==> config.mk <==
export PLATFORM = sky130hd
export DESIGN_NAME = gbc_key_regs
export DESIGN_NICKNAME = d
export VERILOG_FILES = /design/src/hdl/gbc_pkg.sv /design/src/hdl/gbc_key_regs.sv
export SDC_FILE = /design/constraint.sdc
export NUM_CORES = 1
export LEC_CHECK = 0
export ABC_AREA = 1
export BUFFER_PORTS_ARGS = -buffer_cell sky130_fd_sc_hd__buf_2
export CORE_ASPECT_RATIO = 2
export CORE_MARGIN = 4
export CORE_UTILIZATION = 35
export DETAILED_ROUTE_END_ITERATION = 8
export PLACE_DENSITY = 0.7
export SYNTH_ARGS = -nofsm -noshare
export SYNTH_HDL_FRONTEND = slang
export SYNTH_SLANG_ARGS = --single-unit
==> constraint.sdc <==
create_clock -name clk -period 2.3 [get_ports clk]
set_clock_uncertainty 0.2 [all_clocks]
set_input_delay 0.23 -clock clk [delete_from_list [all_inputs] [get_ports clk]]
set_output_delay 0.23 -clock clk [all_outputs]
set_load 0.02 [all_outputs]
==> src/hdl/gbc_pkg.sv <==
// Shared types, S-box constants and round functions of the GOST block cipher.
`default_nettype none
package gbc_pkg;

	localparam int KEY_WORDS   = 8;
	localparam int KEY_IDX_W   = 4;
	localparam int KEY_SEL_W   = $clog2(KEY_WORDS);
	localparam int ROUND_COUNT = 32;
	localparam int FWD_ROUNDS  = 24;
	localparam int ROT_LEFT    = 11;
	localparam int SBOX_COUNT  = 8;

	localparam logic ACTION_ENCRYPT = 1'b0;
	localparam logic ACTION_DECRYPT = 1'b1;

	localparam logic [3:0] SBOX [SBOX_COUNT][16] = '{
		'{4'h4, 4'hA, 4'h9, 4'h2, 4'hD, 4'h8, 4'h0, 4'hE,
		  4'h6, 4'hB, 4'h1, 4'hC, 4'h7, 4'hF, 4'h5, 4'h3},
		'{4'hE, 4'hB, 4'h4, 4'hC, 4'h6, 4'hD, 4'hF, 4'hA,
		  4'h2, 4'h3, 4'h8, 4'h1, 4'h0, 4'h7, 4'h5, 4'h9},
		'{4'h5, 4'h8, 4'h1, 4'hD, 4'hA, 4'h3, 4'h4, 4'h2,
		  4'hE, 4'hF, 4'hC, 4'h7, 4'h6, 4'h0, 4'h9, 4'hB},
		'{4'h7, 4'hD, 4'hA, 4'h1, 4'h0, 4'h8, 4'h9, 4'hF,
		  4'hE, 4'h4, 4'h6, 4'hC, 4'hB, 4'h2, 4'h5, 4'h3},
		'{4'h6, 4'hC, 4'h7, 4'h1, 4'h5, 4'hF, 4'hD, 4'h8,
		  4'h4, 4'hA, 4'h9, 4'hE, 4'h0, 4'h3, 4'hB, 4'h2},
		'{4'h4, 4'hB, 4'hA, 4'h0, 4'h7, 4'h2, 4'h1, 4'hD,
		  4'h3, 4'h6, 4'h8, 4'h5, 4'h9, 4'hC, 4'hF, 4'hE},
		'{4'hD, 4'hB, 4'h4, 4'h1, 4'h3, 4'hF, 4'h5, 4'h9,
		  4'h0, 4'hA, 4'hE, 4'h7, 4'h6, 4'h8, 4'h2, 4'hC},
		'{4'h1, 4'hF, 4'hD, 4'h0, 4'h5, 4'h7, 4'hA, 4'h4,
		  4'h9, 4'h2, 4'h3, 4'hE, 4'h6, 4'hB, 4'h8, 4'hC}
	};

	typedef logic [31:0] gbc_word_t;
	typedef gbc_word_t gbc_key_t [KEY_WORDS];

	// One pipeline slot: valid flag, direction and the two Feistel halves.
	typedef struct packed {
		logic      valid;
		logic      action;
		gbc_word_t lo;
		gbc_word_t hi;
	} gbc_stage_t;

	// Key word used by round rnd (counted from 0) of the forward schedule.
	function automatic logic [KEY_SEL_W-1:0] key_index(input int rnd);
		logic [KEY_SEL_W-1:0] sel;
		sel = KEY_SEL_W'(rnd % KEY_WORDS);
		if (rnd < FWD_ROUNDS) begin
			return sel;
		end
		return KEY_SEL_W'(KEY_WORDS - 1) - sel;
	endfunction

	// Round function: modular add, S-box substitution, rotate left.
	function automatic gbc_word_t round_f(input gbc_word_t half, input gbc_word_t subkey);
		gbc_word_t sum;
		gbc_word_t mixed;
		sum = half + subkey;
		for (int n = 0; n < SBOX_COUNT; n++) begin
			mixed[4*n +: 4] = SBOX[n][sum[4*n +: 4]];
		end
		return (mixed << ROT_LEFT) | (mixed >> (32 - ROT_LEFT));
	endfunction

endpackage
`default_nettype wire

==> src/hdl/gbc_key_regs.sv <==
// Key word register file written through the configuration channel.
`default_nettype none
module gbc_key_regs
	import gbc_pkg::*;
(
	input  wire logic                 clk,
	input  wire logic                 arst_n,
	input  wire logic                 wr_en,
	input  wire logic [KEY_IDX_W-1:0] wr_index,
	input  wire gbc_word_t            wr_data,
	output gbc_key_t                  key
);

	gbc_key_t key_q;

	// Writes to indices beyond the last key word are dropped.
	always_ff @(posedge clk or negedge arst_n) begin
		if (!arst_n) begin
			for (int i = 0; i < KEY_WORDS; i++) begin
				key_q[i] <= '0;
			end
		end else if (wr_en && (wr_index < KEY_IDX_W'(KEY_WORDS))) begin
			key_q[wr_index[KEY_SEL_W-1:0]] <= wr_data;
		end
	end

	assign key = key_q;

endmodule
`default_nettype wire

==> impl_metrics.env <==
export IMPL_crit_family="buffers and inverters"
export IMPL_synth_top_area_share_pct=63.5
export IMPL_syn_nets=1192
export IMPL_place_congestion=0.866
export IMPL_synth_top_family_by_area="simple AND/OR/NAND/NOR gates"
export IMPL_switchingPower_uw=4700
export IMPL_firstDrtPassIters=5
export IMPL_wl_um=35500
export IMPL_post_place_ws_ps=505
export IMPL_timing_final_crit_share_pct=79.4
export IMPL_setup_tns_final_ps=0
export IMPL_syn_area_per_cell_um2=8.75
export IMPL_synth_xor_area_share_pct=0
export IMPL_hold_path_class="input pin to register"
export IMPL_port_buffer_count=294
export IMPL_path_buf_inv=4
export IMPL_ys_types=13
export IMPL_rr_startpoint="key[81]"
export IMPL_nets=1486
export IMPL_grt_overflow_total=0
export IMPL_hold_depth=5
export IMPL_drv_slew=0
export IMPL_crit_type="input pin to register"
export IMPL_worst_slack_ps=473
export IMPL_power_internal_uw=8640
export IMPL_powerDensity_nw_per_um2=1020
export IMPL_synth_area_leaders="dfrtp_1 (63%), nand2_1 (22%), nand3_1 (6.6%)"
export IMPL_worst_setup_path_start_kind="input pin"
export IMPL_synth_top_area_cell="dfrtp_1"
export IMPL_cts_root_buf="clkbuf_16"
export IMPL_tightestPinTransition_ps=593
export IMPL_cp_max_fo=32
export IMPL_drt_iter0_markers=595
export IMPL_initial_core_util_pct=35.7
export IMPL_largest_reg_flops=256
export IMPL_required_ps=2500
export IMPL_grt_antenna_before_repair=0
export IMPL_antenna_cells=0
export IMPL_dp_hpwl_um=25100
export IMPL_num_rows=87
export IMPL_leakagePower_uw=0.00739
export IMPL_max_freq_mhz=547
export IMPL_crit_chain="dlygate4sd3_1, buf_2, nor2_4, buf_4, nand3_1, buf_4, nand2_1, nand2_1"
export IMPL_cpPeakStageDelay_ps=580
export IMPL_post_route_min_period_ps=1830
export IMPL_status="finished clean"
export IMPL_grt_start_max_net_pins=70
export IMPL_drc=0
export IMPL_cts_buffers=23
export IMPL_hold_end="key[174]"
export IMPL_die_height_um=248
export IMPL_pwr_share_comb_pct=27.0
export IMPL_yosys_mux_area_fraction_pct=0
export IMPL_final_setup_viol_count=0
export IMPL_viasPerCell=4.97
export IMPL_slew_limit_headroom_pct=60.5
export IMPL_hp_start="wr_index[1]"
export IMPL_postSynthCellCount=1153
export IMPL_ys_ff_latch=256
export IMPL_swShare_pct=35.2
export IMPL_yosys_area_share_simple_pct=28.8
export IMPL_synth_compound_area_share_pct=3.17
export IMPL_hold_viol=0
export IMPL_grt_pass1_wl_um=53600
export IMPL_worstPathArrival_ps=2020
export IMPL_grt_usage_pct=22.0
export IMPL_syn_to_final_growth_pct=29.7
export IMPL_power_frac_clock_pct=28.3
export IMPL_cts_tree="yes"
export IMPL_num_vias=9022
export IMPL_clkTransAtPathRegs_ps=70
export IMPL_ys_seq_area_share_pct=63.5
export IMPL_worstReg2RegEnd="key[81]"
export IMPL_cts_max_level=1
export IMPL_die_w_um=128
export IMPL_synthAdderAreaFrac_pct=0
export IMPL_cts_max_path_buffers=3
export IMPL_ios=295
export IMPL_rrSetupSlack_ps=1420
export IMPL_cts_sinks=256
export IMPL_core_um2=28300
export IMPL_r2r_cells=2
export IMPL_post_cts_buffers=0
export IMPL_die_area_um2=31800
export IMPL_grt_pass1_vias=8845
export IMPL_rsz0062_at_grt="no"
export IMPL_cp_end_kind="register"
export IMPL_wire_per_inst_um=19.6
export IMPL_ant_nets=0
export IMPL_yosys_warnings=0
export IMPL_cpMaxStageDelayCell="dlygate4sd3_1"
export IMPL_cap_violations=0
export IMPL_clk_latency_ps=510
export IMPL_p_seq_share_pct=44.7
export IMPL_drive_gt1_share_pct=26.0
export IMPL_syn_area_um2=10100
export IMPL_max_vdd_ir_drop_v=0.000600
per-layer routing:
| metal | track usage (%) | share of wire (%) | vias to the layer above |
|---|---|---|---|
| met5 | 0 | 0 | - |
| met4 | 12.4 | 5.9 | 0 |
| met3 | 2.38 | 6.0 | 101 |
| met2 | 40.0 | 54 | 404 |
| met1 | 24.7 | 35 | 4335 |
| li1 | - | - | 4182 |
placed cells by master (no fill, tap or decap):
| cell type | count |
|---|---|
| clkbuf_1 | 6 |
| nand3_4 | 1 |
| nor2_2 | 2 |
| buf_2 | 293 |
| buf_4 | 35 |
| clkbuf_8 | 5 |
| inv_1 | 5 |
| nand3_2 | 1 |
| bufinv_16 | 1 |
| buf_8 | 1 |
| buf_12 | 5 |
| dlygate4sd3_1 | 36 |
| o21ai_0 | 4 |
| clkinv_2 | 3 |
| inv_2 | 1 |
| clkbuf_16 | 23 |
| nor2_4 | 8 |
| nand2_1 | 582 |
| nor2_1 | 1 |
| clkinvlp_4 | 1 |
| dfrtp_1 | 256 |
| nand3_1 | 131 |
| o21ai_1 | 60 |
kinds of logic (layout without fill, tap and decap cells):
family,after synthesis,after routing
buf+inv,107,415
compound gates,64,64
simple gates,726,726
flops,256,256
cell usage after synthesis:
library cell / count
nand2_1: 582
dfrtp_1: 256
nand3_1: 133
o21ai_1: 60
clkbuf_1: 48
clkbuf_2: 30
buf_2: 20
nor2_1: 7
inv_1: 5
nor2_2: 4
o21ai_0: 4
buf_1: 3
inv_2: 1
tightest hold or removal path: stages:
cell and delay (ps):
buf_2 150, inv_1 120, nor2_4 90, nand3_1 90, nand2_1 50
worst max-delay path by stage:
| stage | from | cells past startpoint | slack [ps] | endpoint |
|---|---|---|---|---|
| after floorplan | wr_index[3] | 7 | 970 | key[183] |
| after global placement | wr_en | 7 | 520 | key[3] |
| after detailed placement | wr_en | 7 | 510 | key[7] |
| after CTS | wr_index[2] | 8 | 520 | key[196] |
| after global routing | wr_index[3] | 8 | 380 | key[22] |
| final | wr_index[2] | 8 | 470 | key[196] |
through the flow:
step / total power [uW] / utilization [%] / hold WS, ps / cell area, um^2 / std cells
after global placement: 9530 / 42.4 / 34.6 / 12000 / 1742
after detailed placement: 9610 / 42.4 / 43.7 / 12000 / 1742
after global routing: 14000 / 46.3 / 68.9 / 13100 / 1817
final: 13300 / 46.3 / 57.9 / 13100 / 1817
after CTS: 13500 / 46.3 / 31.3 / 13100 / 1817
after floorplan: 7980 / - / -266 / 10100 / 1153
power groups by stage:
stage,clock network (uW),logic [uW],registers (uW)
2_1_floorplan,0,864,7110
3_3_place_gp,0,3550,5980
3_5_place_dp,0,3600,6010
4_1_cts,3890,3650,5940
5_1_grt,4070,3900,6040
6_report,3780,3600,5960
repair_timing:
action,CTS,global route
hold buffers,36,0
endpoints found under the hold margin,479,0
resized for setup,0,0
cell type report:
type	count	area [um^2]
fill	2752	15200
tap	356	445
sequential	256	6410
clock buffer	34	667
inverter	6	22.5
clock inverter	5	52.6
multi-input combinational	790	3290
timing repair buffer	370	2200
Note: power is estimated with default switching activity, not from simulation.
