File: src/hdl/gbc_pkg.sv
// Shared types, S-box constants and round functions of the GOST block cipher.
`default_nettype none
package gbc_pkg;

	localparam int KEY_WORDS   = 8;
	localparam int KEY_IDX_W   = 4;
	localparam int KEY_SEL_W   = $clog2(KEY_WORDS);
	localparam int ROUND_COUNT = 32;
	localparam int FWD_ROUNDS  = 24;
	localparam int ROT_LEFT    = 11;
	localparam int SBOX_COUNT  = 8;

	localparam logic ACTION_ENCRYPT = 1'b0;
	localparam logic ACTION_DECRYPT = 1'b1;

	localparam logic [3:0] SBOX [SBOX_COUNT][16] = '{
		'{4'h4, 4'hA, 4'h9, 4'h2, 4'hD, 4'h8, 4'h0, 4'hE,
		  4'h6, 4'hB, 4'h1, 4'hC, 4'h7, 4'hF, 4'h5, 4'h3},
		'{4'hE, 4'hB, 4'h4, 4'hC, 4'h6, 4'hD, 4'hF, 4'hA,
		  4'h2, 4'h3, 4'h8, 4'h1, 4'h0, 4'h7, 4'h5, 4'h9},
		'{4'h5, 4'h8, 4'h1, 4'hD, 4'hA, 4'h3, 4'h4, 4'h2,
		  4'hE, 4'hF, 4'hC, 4'h7, 4'h6, 4'h0, 4'h9, 4'hB},
		'{4'h7, 4'hD, 4'hA, 4'h1, 4'h0, 4'h8, 4'h9, 4'hF,
		  4'hE, 4'h4, 4'h6, 4'hC, 4'hB, 4'h2, 4'h5, 4'h3},
		'{4'h6, 4'hC, 4'h7, 4'h1, 4'h5, 4'hF, 4'hD, 4'h8,
		  4'h4, 4'hA, 4'h9, 4'hE, 4'h0, 4'h3, 4'hB, 4'h2},
		'{4'h4, 4'hB, 4'hA, 4'h0, 4'h7, 4'h2, 4'h1, 4'hD,
		  4'h3, 4'h6, 4'h8, 4'h5, 4'h9, 4'hC, 4'hF, 4'hE},
		'{4'hD, 4'hB, 4'h4, 4'h1, 4'h3, 4'hF, 4'h5, 4'h9,
		  4'h0, 4'hA, 4'hE, 4'h7, 4'h6, 4'h8, 4'h2, 4'hC},
		'{4'h1, 4'hF, 4'hD, 4'h0, 4'h5, 4'h7, 4'hA, 4'h4,
		  4'h9, 4'h2, 4'h3, 4'hE, 4'h6, 4'hB, 4'h8, 4'hC}
	};

	typedef logic [31:0] gbc_word_t;
	typedef gbc_word_t gbc_key_t [KEY_WORDS];

	// One pipeline slot: valid flag, direction and the two Feistel halves.
	typedef struct packed {
		logic      valid;
		logic      action;
		gbc_word_t lo;
		gbc_word_t hi;
	} gbc_stage_t;

	// Key word used by round rnd (counted from 0) of the forward schedule.
	function automatic logic [KEY_SEL_W-1:0] key_index(input int rnd);
		logic [KEY_SEL_W-1:0] sel;
		sel = KEY_SEL_W'(rnd % KEY_WORDS);
		if (rnd < FWD_ROUNDS) begin
			return sel;
		end
		return KEY_SEL_W'(KEY_WORDS - 1) - sel;
	endfunction

	// Round function: modular add, S-box substitution, rotate left.
	function automatic gbc_word_t round_f(input gbc_word_t half, input gbc_word_t subkey);
		gbc_word_t sum;
		gbc_word_t mixed;
		sum = half + subkey;
		for (int n = 0; n < SBOX_COUNT; n++) begin
			mixed[4*n +: 4] = SBOX[n][sum[4*n +: 4]];
		end
		return (mixed << ROT_LEFT) | (mixed >> (32 - ROT_LEFT));
	endfunction

endpackage
`default_nettype wire

File: src/hdl/gbc_round.sv
// One registered Feistel round of the cipher pipeline.
`default_nettype none
module gbc_round
	import gbc_pkg::*;
(
	input  wire logic       clk,
	input  wire logic       arst_n,
	input  wire gbc_word_t  subkey,
	input  wire gbc_stage_t stage_in,
	output gbc_stage_t      stage_out
);

	logic      valid_s1;
	logic      action_s1;
	gbc_word_t lo_s1;
	gbc_word_t hi_s1;

	always_ff @(posedge clk or negedge arst_n) begin
		if (!arst_n) begin
			valid_s1 <= 1'b0;
		end else begin
			valid_s1 <= stage_in.valid;
		end
	end

	// The halves swap on the way through: the new low half is the old high half.
	always_ff @(posedge clk) begin
		if (stage_in.valid) begin
			action_s1 <= stage_in.action;
			lo_s1     <= stage_in.hi;
			hi_s1     <= stage_in.lo ^ round_f(stage_in.hi, subkey);
		end
	end

	assign stage_out = '{valid: valid_s1, action: action_s1, lo: lo_s1, hi: hi_s1};

endmodule
`default_nettype wire
File: config.mk
export PLATFORM = sky130hd
export DESIGN_NAME = gbc_round
export DESIGN_NICKNAME = d
export VERILOG_FILES = /design/src/hdl/gbc_pkg.sv /design/src/hdl/gbc_round.sv
export SDC_FILE = /design/constraint.sdc
export NUM_CORES = 1
export LEC_CHECK = 0
export BUFFER_PORTS_ARGS = -buffer_cell sky130_fd_sc_hd__buf_2
export CAP_MARGIN = 20
export CORE_MARGIN = 5
export CORE_UTILIZATION = 30
export CTS_CLUSTER_SIZE = 28
export DETAILED_ROUTE_END_ITERATION = 10
export PLACE_DENSITY_LB_ADDON = 0.3
export SLEW_MARGIN = 20
export SYNTH_ARGS = -nofsm -noshare
export SYNTH_HDL_FRONTEND = slang
export SYNTH_SLANG_ARGS = --single-unit
File: constraint.sdc
create_clock -name clk -period 0.8 [get_ports clk]
set_clock_uncertainty 0.15 [all_clocks]
set_input_delay 0.08 -clock clk [delete_from_list [all_inputs] [get_ports clk]]
set_output_delay 0.08 -clock clk [all_outputs]
set_load 0.05 [all_outputs]
==> impl_metrics.json, run 1 <==
{
  "run_status": "finished with violations",
  "failed_checks": "negative hold slack, negative setup slack",
  "floorplan_die_height_um": 149.1,
  "gp_congestion": 0.8559,
  "viasPerCell": 4.716,
  "finalHoldWorstSlack_ns": -0.2010,
  "classification_of_the_worst_slack_hold_path": "input pin to flop",
  "power_per_cell_area_nw_per_um2": 2126,
  "internal_power_mw": 14.48,
  "max_cap_viol_count": 0,
  "m1WireLength_mm": 8.114,
  "fraction_of_power_spent_switching_nets_pct": 38.16,
  "syn_area_per_cell_um2": 10.17,
  "io_pins": 166,
  "start_util_pct": 30.74,
  "synthArstFlopShare_pct": 1.515,
  "critical_path.max_fanout": 4,
  "synth-warning-count": 0,
  "synth-seq-area-share_pct": 34.04,
  "clock_path_buffers": 2,
  "final.period_utilization_pct": 378.5,
  "drtAntennaViolNets": 0,
  "route.detailed.wl_per_inst_um": 15.31,
  "cpMaxStageDelayCell": "or3b_4",
  "worstHoldPathCells": 1,
  "gr-total-overflow": 0,
  "critical_path.max_stage_delay_ns": 0.40,
  "ys_dominant_reg_cell": "edfxtp_1",
  "fin_total_pwr_mw": 23.42,
  "yosys_register_bits": 66,
  "final_layout_size_suffix_gt1_share_pct": 58.67,
  "synthesis.instances": 571,
  "setup.worst_path.class": "input pin to flop",
  "final_nets": 1161,
  "track_usage_pct": 16.70,
  "fp.dieArea_um2": 22240,
  "dr_wl_met2_mm": 9.978,
  "endpoint_kind": "flop",
  "grt_max_degree": 33,
  "synth_enable_flop_cells": 65,
  "cts_num_sinks": 66,
  "floorplan.core_area_um2": 18890,
  "final_critical_path_setup_slack_ns": -2.228,
  "cts_made_buffers": 9,
  "rows": 50,
  "crit_chain": "buf_6 > ha_4 > a21o_1 > a211o_1 > o21a_4 > and3_4 > or3b_4 > and3_4 > buf_4 > nor2_1 > ha_1 > inv_1 > a2111oi_2 > a311oi_1 > a31oi_1 > buf_4 > xnor2_1",
  "hold_fix_buffer_count_after_cts": 23,
  "min_period_ns": 3.028,
  "ir_drop_mv": 1.093,
  "top_signal_layer_used": "met4",
  "clockPowerShare_pct": 20.1,
  "final_max_slew_viol_count": 0,
  "dp_hpwl_mm": 13.94,
  "netSwitchingPower_mw": 8.938,
  "final-setup-viol-count": 102,
  "whs_endpoint": "lo_s1[8]",
  "detailedRoute.firstPassIterationCount": 5,
  "antenna_found_initial": 0,
  "route.detailed.drc": 0,
  "max_freq_mhz": 330.3,
  "top_area_cells_in_the_synthesized_netlist": "edfxtp_1, ha_1, xnor2_1",
  "seq_power_share_pct": 21.5,
  "path_clk_slew_ns": 0.06,
  "timing.hold.worst.start": "stage_in[8]",
  "report.final.hold_viol_count": 48,
  "crit_family": "compound AO/OA/AOI/OAI gates",
  "synth_common_cells": "ha_1, edfxtp_1, inv_1, nor2_1",
  "antenna-diode-count": 0,
  "syn-num-nets": 745,
  "startpoint": "subkey[5]",
  "layout_overhead_on_the_synthesized_area_pct": 89.70,
  "rsz_0062_raised_after_global_routing": "true",
  "timing.critical_path.required_ns": 0.75,
  "p_leak_nw": 4.849,
  "share_comb_of_total_power_pct": 58.4,
  "htree_levels": 3,
  "start_kind": "input pin",
  "met3_wirelength_um": 748,
  "routed-via-count": 5904,
  "clock-root-buffer": "clkbuf_16",
  "routed_wirelength_mm": 19.17,
  "die_width_um": 149.1,
  "tightestPinTransition_ns": 0.4430,
  "synth_cell_type_count": 68,
  "cp.arrival_ns": 2.98,
  "synthesis.area_um2": 5808,
  "grt_first_pass_wirelength_mm": 30.11,
  "maxSlewHeadroom_pct": 70.24,
  "yosys.area.top_type": "edfxtp_1",
  "post-synth-top-count-cell": "ha_1",
  "first_global_vias": 6055,
  "placement.io_buffers": 165,
  "critical_path.n_buffers_inverters": 4,
  "synth_top_area_share_pct": 33.61,
  "cts_tree": "built",
  "drt_iter0_markers": 239
}
worst max-delay path by stage:
| stage | cells after the start | end |
|---|---|---|
| 4_1_cts | 17 | hi_s1[7] |
| 3_5_place_dp | 16 | hi_s1[8] |
| 5_1_grt | 18 | hi_s1[8] |
| 6_report | 17 | hi_s1[7] |
| 2_1_floorplan | 15 | hi_s1[10] |
| 3_3_place_gp | 16 | hi_s1[10] |
power by group through the flow:
stage / clock [mW] / combinational, mW / sequential [mW]
3_5_place_dp: 0 / 10.9 / 4.94
5_1_grt: 4.96 / 14.7 / 5.10
3_3_place_gp: 0 / 10.7 / 4.93
2_1_floorplan: 0 / 4.75 / 7.20
4_1_cts: 4.75 / 12.8 / 5.04
6_report: 4.70 / 13.7 / 5.04
placed cells by master (no fill, tap or decap), types with 6 or more instances in the layout:
cell type,count
nand3_1,6
xor2_1,15
nor2_1,35
inv_2,14
or3_1,6
dlygate4sd3_1,16
nand2_1,32
o21ai_0,12
a21oi_2,13
and3_4,6
mux2i_1,18
a21oi_4,6
buf_6,98
xnor2_2,7
inv_1,29
buf_2,90
o21a_1,7
ha_4,33
o21ai_2,9
o21bai_1,6
nor3_1,9
clkbuf_16,9
a21o_1,14
xnor2_1,24
dlymetal6s4s_1,7
buf_12,7
buf_4,193
a21oi_1,18
mux4_2,11
o21ai_1,8
edfxtp_1,65
ha_1,36
cell type report:
cell class              count  area (µm²)
repair buffers            412        3406
well taps                 260       325.3
clock inverters             7       117.6
flip-flops and latches     66        1977
fillers                  1603        7875
multi-input cells         453        4793
inverters                  45       173.9
clock buffers               9       225.2
kinds of logic (layout without fill, tap and decap cells):
family / count (synthesis) / after routing / share of synthesized area (%)
AOI/OAI and AO/OA: 145 / 145 / 17.39
and+or+nand+nor: 142 / 142 / 11.83
adders and majority gates: 74 / 74 / 16.07
DFF: 66 / 66 / 34.04
xor gates and xnor gates: 59 / 59 / 9.026
buffers and inverters: 52 / 473 / 3.533
muxes: 33 / 33 / 8.122
routing by layer:
layer,vias to the layer above,track usage (%)
met5,-,0
met4,0,4.348
met3,23,2.856
met2,122,30.03
met1,2821,20.66
li1,2938,-
per-stage QoR:
stage                     cell area, µm²  worst slack (ns)  std cells  util, %  TNS [ns]
after floorplan                     6207            -2.379        571        -    -62.77
after global placement              8835            -2.570       1178    46.76    -78.66
after detailed placement            8835            -2.731       1178    46.76    -79.67
after CTS                          10570            -2.194       1239    55.92    -78.96
after global routing               11020            -2.322       1252    58.32    -83.89
final                              11020            -2.228       1252    58.32    -78.86
state kept, by name (all words and copies together) (netlist names):
name	cells
valid_s1	1
lo_s1	32
action_s1	1
hi_s1	32
timing repair:
item,in CTS,in global routing
pin swaps,64,42
resized for setup,237,78
setup buffers,25,14
setup endpoints to repair,98,104
endpoints found under the hold margin,66,47
No activity file was read; power rests on OpenSTA's default activity.
==> run 2, diff against run 1 <==
- BUFFER_PORTS_ARGS: -buffer_cell sky130_fd_sc_hd__buf_2 -> -buffer_cell sky130_fd_sc_hd__clkbuf_2
==> run 2 against run 1 <==
  * The flow still finishes with violations (negative hold slack, negative setup slack)
  * Sequential cell count unchanged
  * Combinational power is 4% higher
  * First-iteration DRC count is 15% higher
  * Critical path type unchanged
  * Critical endpoint is now hi_s1[8]
  * Largest cell class unchanged
  * Largest power group unchanged
  * Highest routed layer unchanged
==> impl_metrics.json, run 2 (synthesis gave the netlist of run 1 again) <==
{
  "io_pins": 166,
  "most_frequent_cells_in_the_layout": "buf_4, clkbuf_2, edfxtp_1",
  "routed_wirelength_mm": 20.10,
  "routed-via-count": 5988,
  "timing.critical_path.required_ns": 0.75,
  "final_layout_size_suffix_gt1_share_pct": 58.99,
  "grt_first_pass_wirelength_mm": 30.55,
  "hold_fix_buffer_count_after_cts": 27,
  "cts_num_sinks": 66,
  "p_leak_nw": 4.988,
  "timing.setup.tns_ns": -82.56,
  "ir_drop_mv": 1.132,
  "antenna_found_initial": 0,
  "max_freq_mhz": 323.0,
  "placement.io_buffers": 165,
  "floorplan_die_height_um": 149.1,
  "run_status": "finished with violations",
  "drt_iter0_markers": 274,
  "classification_of_the_worst_slack_hold_path": "input pin to flop",
  "tightestPinTransition_ns": 0.5447,
  "critical_path.max_fanout": 5,
  "utilization_pct": 59.56,
  "start_kind": "input pin",
  "gp_congestion": 0.8460,
  "track_usage_pct": 17.03,
  "rsz_0062_raised_after_global_routing": "true",
  "antenna-diode-count": 0,
  "rows": 50,
  "final.period_utilization_pct": 387.0,
  "maxSlewHeadroom_pct": 63.21,
  "gr-total-overflow": 0,
  "reg.largest.list": "hi_s1 x32, lo_s1 x32",
  "cts_made_buffers": 9,
  "floorplan.core_area_um2": 18890,
  "final-setup-viol-count": 98,
  "max_cap_viol_count": 0,
  "final_critical_path_setup_slack_ns": -2.296,
  "report.final.hold_viol_count": 39,
  "detailedRoute.firstPassIterationCount": 5,
  "clock_path_buffers": 2,
  "failed_checks": "negative hold slack, negative setup slack",
  "layout_overhead_on_the_synthesized_area_pct": 93.73,
  "cp.arrival_ns": 3.04,
  "fp.dieArea_um2": 22240,
  "dpl.cell_count": 1184,
  "path_clk_slew_ns": 0.06,
  "final_nets": 1164,
  "setup.worst_path.class": "input pin to flop",
  "start_util_pct": 30.74,
  "cts_tree": "built",
  "drtAntennaViolNets": 0,
  "htree_levels": 3,
  "grt_max_degree": 33,
  "finalHoldWorstSlack_ns": -0.1715,
  "endpoint_kind": "flop",
  "final_common_cell": "buf_4",
  "fin_cells": 1255,
  "clock-root-buffer": "clkbuf_16",
  "final_max_slew_viol_count": 0,
  "first_global_vias": 6083,
  "route.detailed.drc": 0,
  "die_width_um": 149.1,
  "dp_hpwl_mm": 14.17,
  "min_period_ns": 3.096,
  "route.detailed.wl_per_inst_um": 16.02,
  "power_per_cell_area_nw_per_um2": 2067,
  "viasPerCell": 4.771
}
[run 2: cell count changes in the layout (fill, tap and decap cells not counted), sizes merged]
| cell | delta |
|---|---|
| buf | -140 |
| clkbuf | +139 |
| bufinv | -2 |
| dlygate4sd3 | +2 |
| dlymetal6s4s | +2 |
| clkinv | +1 |
| inv | +1 |
[run 2: area by class of cell]
type                       count  area (µm²)
clock buffer                   9       225.2
clock inverter                 7       68.82
fill                        1553        7641
inverter                      45       173.9
multi-input combinational    453        4900
sequential                    66        1977
tap                          260       325.3
timing repair buffer         415        3582
[run 2: critical path, cell delays in order]
cell,delay (ns)
buf_6,0.10
ha_4,0.24
a21o_1,0.21
a211o_1,0.25
o21a_4,0.23
and3_4,0.17
or3b_4,0.43
and3_4,0.22
nor2_4,0.10
inv_2,0.05
ha_4,0.31
inv_4,0.04
a2111oi_4,0.28
a211oi_2,0.07
a31oi_1,0.19
xnor2_1,0.09
[run 2: stage by stage]
step                      hold WS (ns)  instance area (µm²)  total power, mW  setup WS (ns)
after detailed placement       -0.2915                 8820            15.67         -2.712
after floorplan                -0.3656                 6207            11.95         -2.379
after CTS                      -0.1843                10640            21.96         -2.272
final                          -0.1715                11250            23.26         -2.296
after global routing           -0.1739                11250            24.52         -2.377
after global placement         -0.2943                 8820            15.50         -2.550
[run 2: worst paths after layout]
| path | from | end | slack, ns | cells past startpoint |
|---|---|---|---|---|
| max | subkey[5] | hi_s1[8] | -2.30 | 16 |
| max in group asynchronous | arst_n | valid_s1 | 0.48 | 2 |
| min | stage_in[13] | lo_s1[13] | -0.17 | 1 |
| min in group asynchronous | arst_n | valid_s1 | -0.07 | 2 |
[run 2: report_power, final]
part	switching, mW	internal [mW]
clock network	1.64	2.41
logic	7.16	7.02
registers	0.308	4.72
[run 2: timing repair]
item | 4_1_cts | 5_1_grt
pin swaps | 61 | 62
endpoints found under the hold margin | 66 | 39
endpoints found under the setup margin | 98 | 111
setup buffers | 20 | 17
gates resized for setup | 233 | 127
[run 2: routing by layer]
layer / track usage, % / routed length [µm]
met1: 20.83 / 8309
met2: 30.48 / 10620
met3: 2.188 / 719
met4: 6.407 / 457
met5: 0 / 0
==> run 3, diff against run 2 <==
--- a/constraint.sdc
+++ b/constraint.sdc
@@ -4,2 +4,2 @@
 set_output_delay 0.08 -clock clk [all_outputs]
-set_load 0.05 [all_outputs]
+set_load 0.01 [all_outputs]
==> run 3 against run 2 <==
  * The flow still finishes with violations (negative hold slack, negative setup slack)
  * Clock-buffer cell count unchanged
  * Core utilization decreased by 3.1 points
  * Sequential share of layout area increased by 0.96 points
  * Clock power decreased by 1%
  * Via count decreased by 1.7%
  * Power decreased by 14%
  * Sequential power decreased by 3%
  * Non-clock buffer count decreased by 1
==> impl_metrics.json, run 3 (synthesis gave the netlist of run 1 again) <==
{
  "route.detailed.drc": 0,
  "hold_fix_buffer_count_after_cts": 27,
  "track_usage_pct": 15.93,
  "dpl.cell_count": 1184,
  "cts_num_sinks": 66,
  "routed_wirelength_mm": 18.33,
  "max_cap_viol_count": 0,
  "clock_path_buffers": 2,
  "cts_tree": "built",
  "failed_checks": "negative hold slack, negative setup slack",
  "max_freq_mhz": 327.4,
  "min_period_ns": 3.054,
  "most_frequent_cells_in_the_layout": "buf_4, clkbuf_2, edfxtp_1",
  "io_pins": 166,
  "setup.worst_path.class": "input pin to flop",
  "gr-total-overflow": 0,
  "ir_drop_mv": 1.071,
  "htree_levels": 3,
  "final.period_utilization_pct": 381.8,
  "report.final.hold_viol_count": 43,
  "rows": 50,
  "path_clk_slew_ns": 0.06,
  "final_common_cell": "buf_4",
  "cp.arrival_ns": 3.00,
  "clock-root-buffer": "clkbuf_16",
  "fin_cells": 1254,
  "tightestPinTransition_ns": 0.5423,
  "grt_max_degree": 33,
  "fp.dieArea_um2": 22240,
  "timing.critical_path.required_ns": 0.75,
  "maxSlewHeadroom_pct": 63.38,
  "finalHoldWorstSlack_ns": -0.1740,
  "power_per_cell_area_nw_per_um2": 1876,
  "endpoint_kind": "flop",
  "drt_iter0_markers": 263,
  "dp_hpwl_mm": 14.17,
  "routed-via-count": 5889,
  "antenna_found_initial": 0,
  "final-setup-viol-count": 98,
  "p_leak_nw": 4.772,
  "run_status": "finished with violations",
  "post-place-ws_ns": -2.712,
  "floorplan_die_height_um": 149.1,
  "classification_of_the_worst_slack_hold_path": "input pin to flop",
  "floorplan.core_area_um2": 18890,
  "critical_path.max_fanout": 5,
  "die_width_um": 149.1,
  "gp_congestion": 0.8460,
  "final_max_slew_viol_count": 0,
  "first_global_vias": 5914,
  "final_critical_path_setup_slack_ns": -2.254,
  "final_nets": 1163,
  "final_layout_size_suffix_gt1_share_pct": 59.46,
  "layout_overhead_on_the_synthesized_area_pct": 83.69,
  "grt_first_pass_wirelength_mm": 28.80,
  "start_kind": "input pin",
  "start_util_pct": 30.74,
  "reg.largest.list": "hi_s1 x32, lo_s1 x32",
  "antenna-diode-count": 0,
  "drtAntennaViolNets": 0,
  "viasPerCell": 4.696,
  "cts_made_buffers": 9,
  "placement.io_buffers": 165,
  "rsz_0062_raised_after_global_routing": "true",
  "detailedRoute.firstPassIterationCount": 4,
  "route.detailed.wl_per_inst_um": 14.62
}
-- run 3: changes by cell type in the layout (fill, tap and decap cells not counted), moves of 2 or more --
cell	delta
clkbuf_2	+68
clkbuf_8	-48
buf_8	-18
nor2_1	+3
a21oi_4	+2
buf_4	-2
ha_2	-2
ha_4	+2
inv_1	-2
inv_2	+2
nand2_2	+2
nand2_4	-2
nor2_2	-2
-- run 3: worst paths after layout --
check                              from         to  slack, ns  cells after the start
max                           subkey[5]  hi_s1[10]      -2.25                     17
min in group asynchronous        arst_n   valid_s1      -0.09                      2
min                        stage_in[13]  lo_s1[13]      -0.17                      1
max in group asynchronous        arst_n   valid_s1       0.50                      2
-- run 3: worst max-delay path, cell delays in order --
cell	delay, ns
buf_6	0.10
ha_4	0.23
a21o_1	0.17
a211o_1	0.24
o21a_4	0.23
and3_4	0.17
or3b_4	0.42
buf_6	0.13
a21oi_4	0.16
nor2_4	0.06
inv_2	0.06
ha_4	0.21
mux2i_1	0.17
o32ai_2	0.12
a221oi_2	0.20
a22oi_2	0.12
xnor2_1	0.13
-- run 3: what timing repair did --
action	in CTS	in global routing
gates resized for setup	101	109
buffers inserted	20	15
endpoints found under the setup margin	98	109
pin swaps	61	71
hold endpoints to repair	66	40
-- run 3: area by class of cell --
cell class | count | area [µm²]
inverter | 45 | 173.9
fill | 1643 | 8224
tap | 260 | 325.3
sequential | 66 | 1977
multi-input combinational | 453 | 4931
clock inverter | 7 | 68.82
clock buffer | 9 | 225.2
timing repair buffer | 414 | 2968
-- run 3: per-stage QoR --
step           total power [mW]  setup TNS, ns  util (%)  area [µm²]  hold slack, ns
2_1_floorplan             10.03         -60.81         -        6207         -0.3656
3_3_place_gp              13.60         -77.99     46.68        8820         -0.2943
3_5_place_dp              13.77         -79.43     46.68        8820         -0.2915
4_1_cts                   19.01         -75.75     53.25       10060         -0.1843
5_1_grt                   21.32         -81.92     56.47       10670         -0.1746
6_report                  20.01         -76.80     56.47       10670         -0.1740
-- run 3: power by group --
part | switching, mW | total (mW) | internal [mW]
combinational | 5.14 | 11.1 | 6.00
sequential | 0.165 | 4.87 | 4.70
clock | 1.60 | 4.01 | 2.41
-- run 3: routing by layer --
metal,global-route usage [%],vias to the layer above,part of all wire (%)
li1,-,2941,-
met1,20.09,2784,43
met2,28.08,139,51
met3,1.914,25,4.0
met4,5.629,0,2.0
met5,0,-,0
